<file path="config.mk">
export PLATFORM = sky130hd
export DESIGN_NAME = gicl_front
export DESIGN_NICKNAME = d
export VERILOG_FILES = /design/src/gicl_pkg.sv /design/src/gicl_front.sv
export SDC_FILE = /design/constraint.sdc
export NUM_CORES = 1
export LEC_CHECK = 0
export ABC_AREA = 1
export BUFFER_PORTS_ARGS = -buffer_cell sky130_fd_sc_hd__buf_4
export CAP_MARGIN = 20
export CORE_MARGIN = 1.5
export CORE_UTILIZATION = 40
export DETAILED_ROUTE_END_ITERATION = 12
export PLACE_DENSITY_LB_ADDON = 0.25
export SLEW_MARGIN = 5
export SYNTH_ARGS = -nofsm -noshare
export SYNTH_HDL_FRONTEND = slang
export SYNTH_SLANG_ARGS = --single-unit
export TNS_END_PERCENT = 20
</file>
<file path="constraint.sdc">
create_clock -name clock -period 2.5 [get_ports clock]
set_clock_uncertainty 0.2 [all_clocks]
set_input_delay 0.5 -clock clock [delete_from_list [all_inputs] [get_ports clock]]
set_output_delay 0.5 -clock clock [all_outputs]
set_load 0.02 [all_outputs]
</file>
<file path="src/gicl_pkg.sv">
// shared types and constants for the greedy increasing-chain layering block
package gicl_pkg;

   localparam int MAX_CHAINS_DEFAULT = 1024;
   localparam int KEY_BITS_DEFAULT   = 16;

   localparam int REQ_KEY_BITS   = 16;
   localparam int RSP_INDEX_BITS = 10;
   localparam int RSP_COUNT_BITS = 11;

   // depth of the queue between front and back
   localparam int QUEUE_DEPTH = 2;

   typedef struct packed {
      logic [REQ_KEY_BITS-1:0] key;
      logic                    first_of_sequence;
   } req_payload_type;

   typedef struct packed {
      logic [RSP_INDEX_BITS-1:0] chain_index;
      logic                      opened_chain;
      logic [RSP_COUNT_BITS-1:0] chain_count;
      logic                      overflow;
   } rsp_payload_type;

endpackage

</file>
<file path="src/gicl_front.sv">
// front end: takes transactions, trims the key and queues them for the back end
module gicl_front #(
   parameter int KEY_BITS = gicl_pkg::KEY_BITS_DEFAULT
) (
   input  logic                     clock,
   input  logic                     reset,
   input  logic                     start,
   output logic                     busy,
   input  gicl_pkg::req_payload_type req_data,
   output logic                     q_valid,
   output logic [KEY_BITS-1:0]      q_key,
   output logic                     q_first,
   input  logic                     q_pop
);
   import gicl_pkg::*;

   localparam int PTR_BITS  = (QUEUE_DEPTH > 1) ? $clog2(QUEUE_DEPTH) : 1;
   localparam int FILL_BITS = $clog2(QUEUE_DEPTH + 1);

   logic [KEY_BITS-1:0]  key_q_ff   [QUEUE_DEPTH];
   logic                 first_q_ff [QUEUE_DEPTH];
   logic [PTR_BITS-1:0]  wr_ptr_ff, wr_ptr_in;
   logic [PTR_BITS-1:0]  rd_ptr_ff, rd_ptr_in;
   logic [FILL_BITS-1:0] fill_ff, fill_in;
   logic                 push;
   logic                 pop;

   assign busy    = (fill_ff == FILL_BITS'(QUEUE_DEPTH));
   assign push    = start && !busy;
   assign q_valid = (fill_ff != '0);
   assign pop     = q_pop && q_valid;
   assign q_key   = key_q_ff[rd_ptr_ff];
   assign q_first = first_q_ff[rd_ptr_ff];

   always_comb begin
      wr_ptr_in = wr_ptr_ff;
      rd_ptr_in = rd_ptr_ff;
      if (push) begin
         wr_ptr_in = (wr_ptr_ff == PTR_BITS'(QUEUE_DEPTH - 1)) ? '0 : wr_ptr_ff + PTR_BITS'(1);
      end
      if (pop) begin
         rd_ptr_in = (rd_ptr_ff == PTR_BITS'(QUEUE_DEPTH - 1)) ? '0 : rd_ptr_ff + PTR_BITS'(1);
      end
      unique case ({push, pop})
         2'b10:   fill_in = fill_ff + FILL_BITS'(1);
         2'b01:   fill_in = fill_ff - FILL_BITS'(1);
         default: fill_in = fill_ff;
      endcase
   end

   always_ff @(posedge clock) begin
      if (reset) begin
         wr_ptr_ff <= '0;
         rd_ptr_ff <= '0;
         fill_ff   <= '0;
      end else begin
         wr_ptr_ff <= wr_ptr_in;
         rd_ptr_ff <= rd_ptr_in;
         fill_ff   <= fill_in;
      end
   end

   // key is cut or widened to the stored key width
   always_ff @(posedge clock) begin
      if (push) begin
         key_q_ff[wr_ptr_ff]   <= KEY_BITS'(req_data.key);
         first_q_ff[wr_ptr_ff] <= req_data.first_of_sequence;
      end
   end

endmodule

</file>
# Yosys cells after proc, flatten, opt, wreduce, memory -nomap -nowiden
# Memories as Yosys holds them, arrays and structs flattened. A register that Yosys moved wholly into a read port is not among the register bits.
# Index checks and enable logic that the tools add are counted.
[word_totals] ram_bits=34 out_inout_bits=19 reg_bits=4 input_bits=21 elab_cells=26 n_memories=2
[classes] n_eq_ne=3 muxes=9 reduce_logical=5 addsub=4
[mem_list] name="key_q_ff" depth=2 width=16 rd=1 rd_clocked_by_memory_dff=1 write_ports=1 line="gicl_front.sv:20" text="logic [KEY_BITS-1:0] key_q_ff [QUEUE_DEPTH];"
[mem_list] name="first_q_ff" depth=2 width=1 rd=1 rd_clocked_by_memory_dff=1 write_ports=1 line="gicl_front.sv:21" text="logic first_q_ff [QUEUE_DEPTH];"
[ops] cell="$mux W1" n=8
[ops] cell="$eq A2 B2 Y1 const B" n=2
[ops] cell="$pmux W2 S2" n=1
[ops] cell="$reduce_bool A2 Y1" n=2
[ops] cell="$add A1 B1 Y1 const B" n=2
[ops] cell="$add A2 B1 Y2 const B" n=1
[ops] cell="$eq A2 B1 Y1 const B" n=1
[ops] cell="$logic_and A1 B1 Y1" n=2
[ops] cell="$sub A2 B1 Y2 const B" n=1
[ops] cell="$logic_not A1 Y1" n=1

# Depth between registers and ports, before layout
# Gate-level depths: netlist of the first run.
[logic_depth] depth_word=5 ltp_mapped=10 mapped_depth_nobuf=10

# Worst setup path after synthesis of the first run
# Ideal clock, no wire load.
[synth_path] path_type="input -> register" start="input port start" end="memory first_q_ff[0] (enable)" t_arrival_ps=1484 n_path_buf=0 cell_stages=4 t_required_ps=1910 setup_slack_ps=426 cell_sequence="inv_1 > nor2_1 > inv_1 > nor2_1"
[synth_between] elab_chain_len=3
[synth_rtl] item="start: declaration" line="gicl_front.sv:7" text="input logic start,"
[synth_rtl] item="$logic_and A1 B1 Y1" line="gicl_front.sv:29" text="assign push = start && !busy;"
[synth_rtl] item="$mux W1" line="gicl_front.sv:65" text="if (push) begin"
[synth_rtl] item="$mux W1 (not written as such)" line="gicl_front.sv:67" text="first_q_ff[wr_ptr_ff] <= req_data.first_of_sequence;"
[synth_rtl] item="end: declaration" line="gicl_front.sv:21"
# No other way between the ends.

==> results of run 1 <==
## cell type report
cell class                 instances  area [µm²]
timing repair buffer              43         323
fill                             302        1690
inverter                          10        37.5
sequential                        39        1120
tap                               48        60.1
clock buffer                       6        72.6
clock inverter                     2        7.51
multi-input combinational         42         345
## cells in the mapped netlist (all sizes together)
cell type / instances
dfxtp: 5
nand4: 1
inv: 10
nand2: 8
buf: 2
o21ai: 2
edfxtp: 34
ha: 1
nor2: 12
mux2: 17
a21oi: 1
## worst reg2reg max path, stage by stage (launching register included)
cell and delay (ps):
dfxtp_1 330, inv_1 100, nor2_2 50, nor2_1 180
nand2_1 100, inv_1 260, buf_4 260
## per-stage QoR
stage                     hold slack, ps  instance area (µm²)   util  power, W
after CTS                            198                 1970  0.537   0.00172
after global routing                 185                 1970  0.537   0.00179
after global placement               282                 1890  0.515   0.00133
after floorplan                      265                 1540      -   0.00117
final                                203                 1970  0.537   0.00170
after detailed placement             301                 1890  0.515   0.00134
## worst min path at each step
stage | slack [ps] | endpoint | depth (start not counted)
2_1_floorplan | 260 | register | 2
3_3_place_gp | 280 | rd_ptr_ff | 2
3_5_place_dp | 300 | rd_ptr_ff | 2
4_1_cts | 200 | first_q_ff[0] | 1
5_1_grt | 180 | first_q_ff[0] | 1
6_report | 200 | key_q_ff[0][10] | 1
## cells by family (layout without fill, tap and decap cells)
logic type | after synthesis | count (layout) | share of synthesized area
compound gates | 3 | 3 | 0.00977
mux | 17 | 17 | 0.149
flops | 39 | 39 | 0.730
fa+ha+maj | 1 | 1 | 0.00815
buf+inv | 12 | 61 | 0.0448
simple gates | 21 | 21 | 0.0579
## registers in the layout, summed over array words and instances (netlist names), named ones only
signal / count
fill_ff: 2
key_q_ff: 32
rd_ptr_ff: 1
wr_ptr_ff: 1
first_q_ff: 2
## per-layer routing
layer	up-vias	share of wire	routed length, µm
met5	-	0	0
met4	0	0.015	36
met3	6	0.056	133
met2	24	0.53	1270
met1	415	0.39	939
li1	424	-	-
## report_power, final
part           total (W)  leakage (nW)  switching (W)  internal, W
Clock           0.000378        0.0403       0.000189     0.000190
Sequential      0.000832         0.359      0.0000357     0.000797
Combinational   0.000489         0.411       0.000253     0.000236
==> results.cfg, run 1 <==
[setup_path]
arrival_ps = 1560
worstPathCellList = buf_4 > mux2_4 > buf_4
max_stage_delay_ps = 500
r2r-end = key_q_ff[1][11]
worstSetupStartpointType = register
crit_top_cell = buf_4
cp.buffers_inverters = 2
r2r_slack_ps = 740
critical_path.max_fanout = 10
crit_cells = 3
r2r_cells = 6
endpoint_kind = output port
rr_startpoint = fill_ff[1]
endpoint = q_key[11]
crit_type = register to output port
required_ps = 1800
cp_slowest_cell = dfxtp_1
cpLargestDelayFamily = flip-flops

[die]
initial_core_util = 0.419
core_area_um2 = 3660
die_x_um = 65.0
num_rows = 22
die_area_um2 = 4220
die_h_um = 65.0
boundaryPins = 40

[global_routing]
grt_overflow = 0
use_met2 = 0.215
top_usage_layer = met2
grtUsageTotal = 0.126
grt_antenna_before_repair = 0
grtUsageMet3 = 0.0521
first_global_vias = 847
grt_max_degree = 12
grt_pass1_wl_mm = 3.82
met1_usage = 0.138

[clock_network]
clkTransAtPathRegs_ps = 70
postCtsSetupBuffers = 0
clock-sinks = 39
htree_levels = 2
clockRootBuffer = clkbuf_8
hold_buffers = 0
cts_tree = built
cts_inserted_buffers = 5
insertion_delay_ps = 280
cts_max_path_buffers = 2
cts_resized = 0

[timing]
post-route-period-util = 0.903
tightest_slew_ps = 314
rsz0062_at_grt = no
setup_slack_ps = 243
finalSetupViolCount = 0
fin_setup_tns_ps = 0
timing.final.crit_period_ps = 2260
slew_violations = 0
fmax_mhz = 443
maxSlewHeadroom = 0.790
hold_viol = 0

[yosys]
synth_top_area_frac = 0.665
synth_cells = 93
seq_area_frac_synth = 0.730
synth_cell_types = 17
ys_top_cells_by_area = edfxtp_1 67%, mux2_4 9.8%, dfxtp_1 6.5%, mux2_2 5.1%, nor2_1 2.7%
avgSynthCellArea_um2 = 16.5
synth_nets = 115
ys_seq_elements = 39
yosys_warnings = 0
synth_area_um2 = 1540
synth_largest_area_cell = edfxtp_1

[routing]
first_iter_violations = 33
drt-pass1-iter-count = 3
vias = 869
wire_per_inst_um = 12.5
viasPerCell = 4.57
wirelength_mm = 2.38
ant_nets = 0
drc_errors = 0

[place]
hpwl_mm = 1.78
pre_cts_ws_ps = 520
dp.cells = 182
port-buffer-count = 39
place.gp.congestion = 0.693

[cells_and_area]
final_layout_size_suffix_gt1_frac = 0.486
syn2layout_area_growth_pct = 28.1
antenna_cells = 0
layout_commonest_cell = buf_4
nets = 163
instances_no_fill = 190
final_cell_mix = 43 x buf_4, 34 x edfxtp_1, 11 x nor2_1, 10 x mux2_4, 9 x inv_1

[power_and_ir_drop]
power_density_nw_per_um2 = 864
ir_worst_vdd_v = 0.000568
p_leak_nw = 0.811

[hold_path]
min_from = req_data[11]
hold_class = input pin to register

[run_status]
status = finished clean

[flow_run]
maxCapViolCount = 0
(Power assumes the default switching activity.)
==> inputs of run 2 (changes only) <==
--- a/config.mk
+++ b/config.mk
@@ -6,5 +6,4 @@
 export NUM_CORES = 1
 export LEC_CHECK = 0
-export ABC_AREA = 1
 export BUFFER_PORTS_ARGS = -buffer_cell sky130_fd_sc_hd__buf_4
 export CAP_MARGIN = 20
--- a/constraint.sdc
+++ b/constraint.sdc
@@ -3,3 +3,3 @@
 set_input_delay 0.5 -clock clock [delete_from_list [all_inputs] [get_ports clock]]
 set_output_delay 0.5 -clock clock [all_outputs]
-set_load 0.02 [all_outputs]
+set_load 0.1 [all_outputs]
==> results.cfg, run 2 <==
[global_routing]
grt_antenna_before_repair = 0
grt_pass1_wl_mm = 3.56
grtUsageTotal = 0.121
grt_max_degree = 13
grt_overflow = 0
first_global_vias = 762

[die]
num_rows = 21
die_x_um = 63.2
die_area_um2 = 3990
initial_core_util = 0.424
boundaryPins = 40
core_area_um2 = 3420
die_h_um = 63.2

[yosys]
yosys_warnings = 0
ys_top_cells_by_area = edfxtp_1 70%, mux2_2 7.8%, dfxtp_1 6.9%, mux2_1 5.4%, xnor2_1 1.2%
avgSynthCellArea_um2 = 18.3
ys_seq_elements = 39
synth_largest_area_cell = edfxtp_1
synth_top_area_frac = 0.705
synth_common_cells = 34 x edfxtp_1, 10 x mux2_2, 7 x mux2_1, 5 x dfxtp_1, 3 x nor2_1
synth_area_um2 = 1450
synth_cells = 79
async_flop_share = 0
yosysMostFrequentCell = edfxtp_1
synth_cell_types = 19
synth_nets = 101
synthFlopType = edfxtp_1
seq_area_frac_synth = 0.774
synth-edff-count = 34

[timing]
rsz0062_at_grt = no
finalSetupViolCount = 0
fin_setup_tns_ps = 0
tightest_slew_ps = 384
post-route-period-util = 0.868
maxSlewHeadroom = 0.744
fmax_mhz = 461
slew_violations = 0
timing.final.crit_period_ps = 2170
hold_viol = 0

[cells_and_area]
final_cell_mix = 44 x buf_4, 34 x edfxtp_1, 10 x mux2_2, 7 x mux2_1
regMostFlops = key_q_ff
syn2layout_area_growth_pct = 33.1
largest_register_ffs = 32
nets = 150
fin_util = 0.564
antenna_cells = 0
reg_top3 = key_q_ff: 32 flops, fill_ff: 2 flops, first_q_ff: 2 flops
final_layout_size_suffix_gt1_frac = 0.496
layout_commonest_cell = buf_4

[routing]
drc_errors = 0
wire_per_inst_um = 13.0
viasPerCell = 4.59
drt-pass1-iter-count = 4
vias = 803
ant_nets = 0
first_iter_violations = 30
wirelength_mm = 2.27

[setup_path]
arrival_ps = 1470
max_stage_delay_ps = 350
worstSetupStartpointType = register
worstPathCellList = buf_4 > mux2_1 > buf_4
crit_top_cell = buf_4
endpoint_kind = output port
cp_slowest_cell = dfxtp_1
crit_type = register to output port
required_ps = 1800
critical_path.max_fanout = 10

[clock_network]
htree_levels = 2
cts_max_path_buffers = 2
hold_buffers = 0
clkTransAtPathRegs_ps = 110
postCtsSetupBuffers = 0
cts_tree = built
clock-sinks = 39
clockRootBuffer = clkbuf_4
cts_inserted_buffers = 5
cts_resized = 0
insertion_delay_ps = 330

[place]
hpwl_mm = 1.64
place.gp.congestion = 0.616
port-buffer-count = 39

[run_status]
status = finished clean

[flow_run]
maxCapViolCount = 0

[hold_path]
hold_class = input pin to register
==> run 2: cell type report <==
type,instances,area (µm²)
Fill cell,283,1490
Sequential cell,39,1120
Timing Repair Buffer,44,330
Multi-Input combinational cell,35,307
Clock inverter,2,60.1
Tap cell,46,57.6
Clock buffer,6,41.3
Inverter,3,11.3
==> run 2: metrics by stage <==
step / std cells / instance area, µm² / worst slack [ps] / hold WS (ps)
global route: 175 / 1930 / 261 / 120
global placement: 167 / 1830 / 703 / 269
floorplan: 79 / 1450 / 384 / 252
detailed placement: 167 / 1830 / 658 / 285
finish: 175 / 1930 / 330 / 144
CTS: 175 / 1930 / 315 / 135
==> run 2: final timing paths <==
kind,end,slack (ps),cells past startpoint,start
worst min-delay path,key_q_ff[1][7],140,1,req_data[8]
worst max-delay path,q_key[14],330,3,register
worst min register to register,wr_ptr_ff,300,2,wr_ptr_ff
worst max register to register,key_q_ff[1][2],720,3,fill_ff[0]
==> run 2: worst max-delay path, delay by kind of cell (launching register included) <==
| kind | cells | cell delay (ps) |
|---|---|---|
| buffers and inverters | 2 | 440 |
| DFF | 1 | 350 |
| muxes | 1 | 350 |
==> run 2: cells by family after synthesis <==
kind of cell	count (synthesis)	synth area share
mux	17	0.132
simple gates	9	0.0337
fa+ha+maj	1	0.00863
compound gates	5	0.0190
buf+inv	5	0.0147
xor+xnor	3	0.0181
flops	39	0.774
==> run 2: routing by layer <==
| layer | part of all wire | GRT usage | wire [µm] | up-vias |
|---|---|---|---|---|
| li1 | - | - | - | 394 |
| met1 | 0.41 | 0.138 | 930 | 376 |
| met2 | 0.51 | 0.203 | 1160 | 28 |
| met3 | 0.066 | 0.0536 | 151 | 5 |
| met4 | 0.012 | 0.0408 | 27 | 0 |
| met5 | 0 | 0 | 0 | - |
Power of run 2 is left out: the tool's default activity adds up to more than one toggle a clock period on the data nets, which glitch-free logic cannot reach.
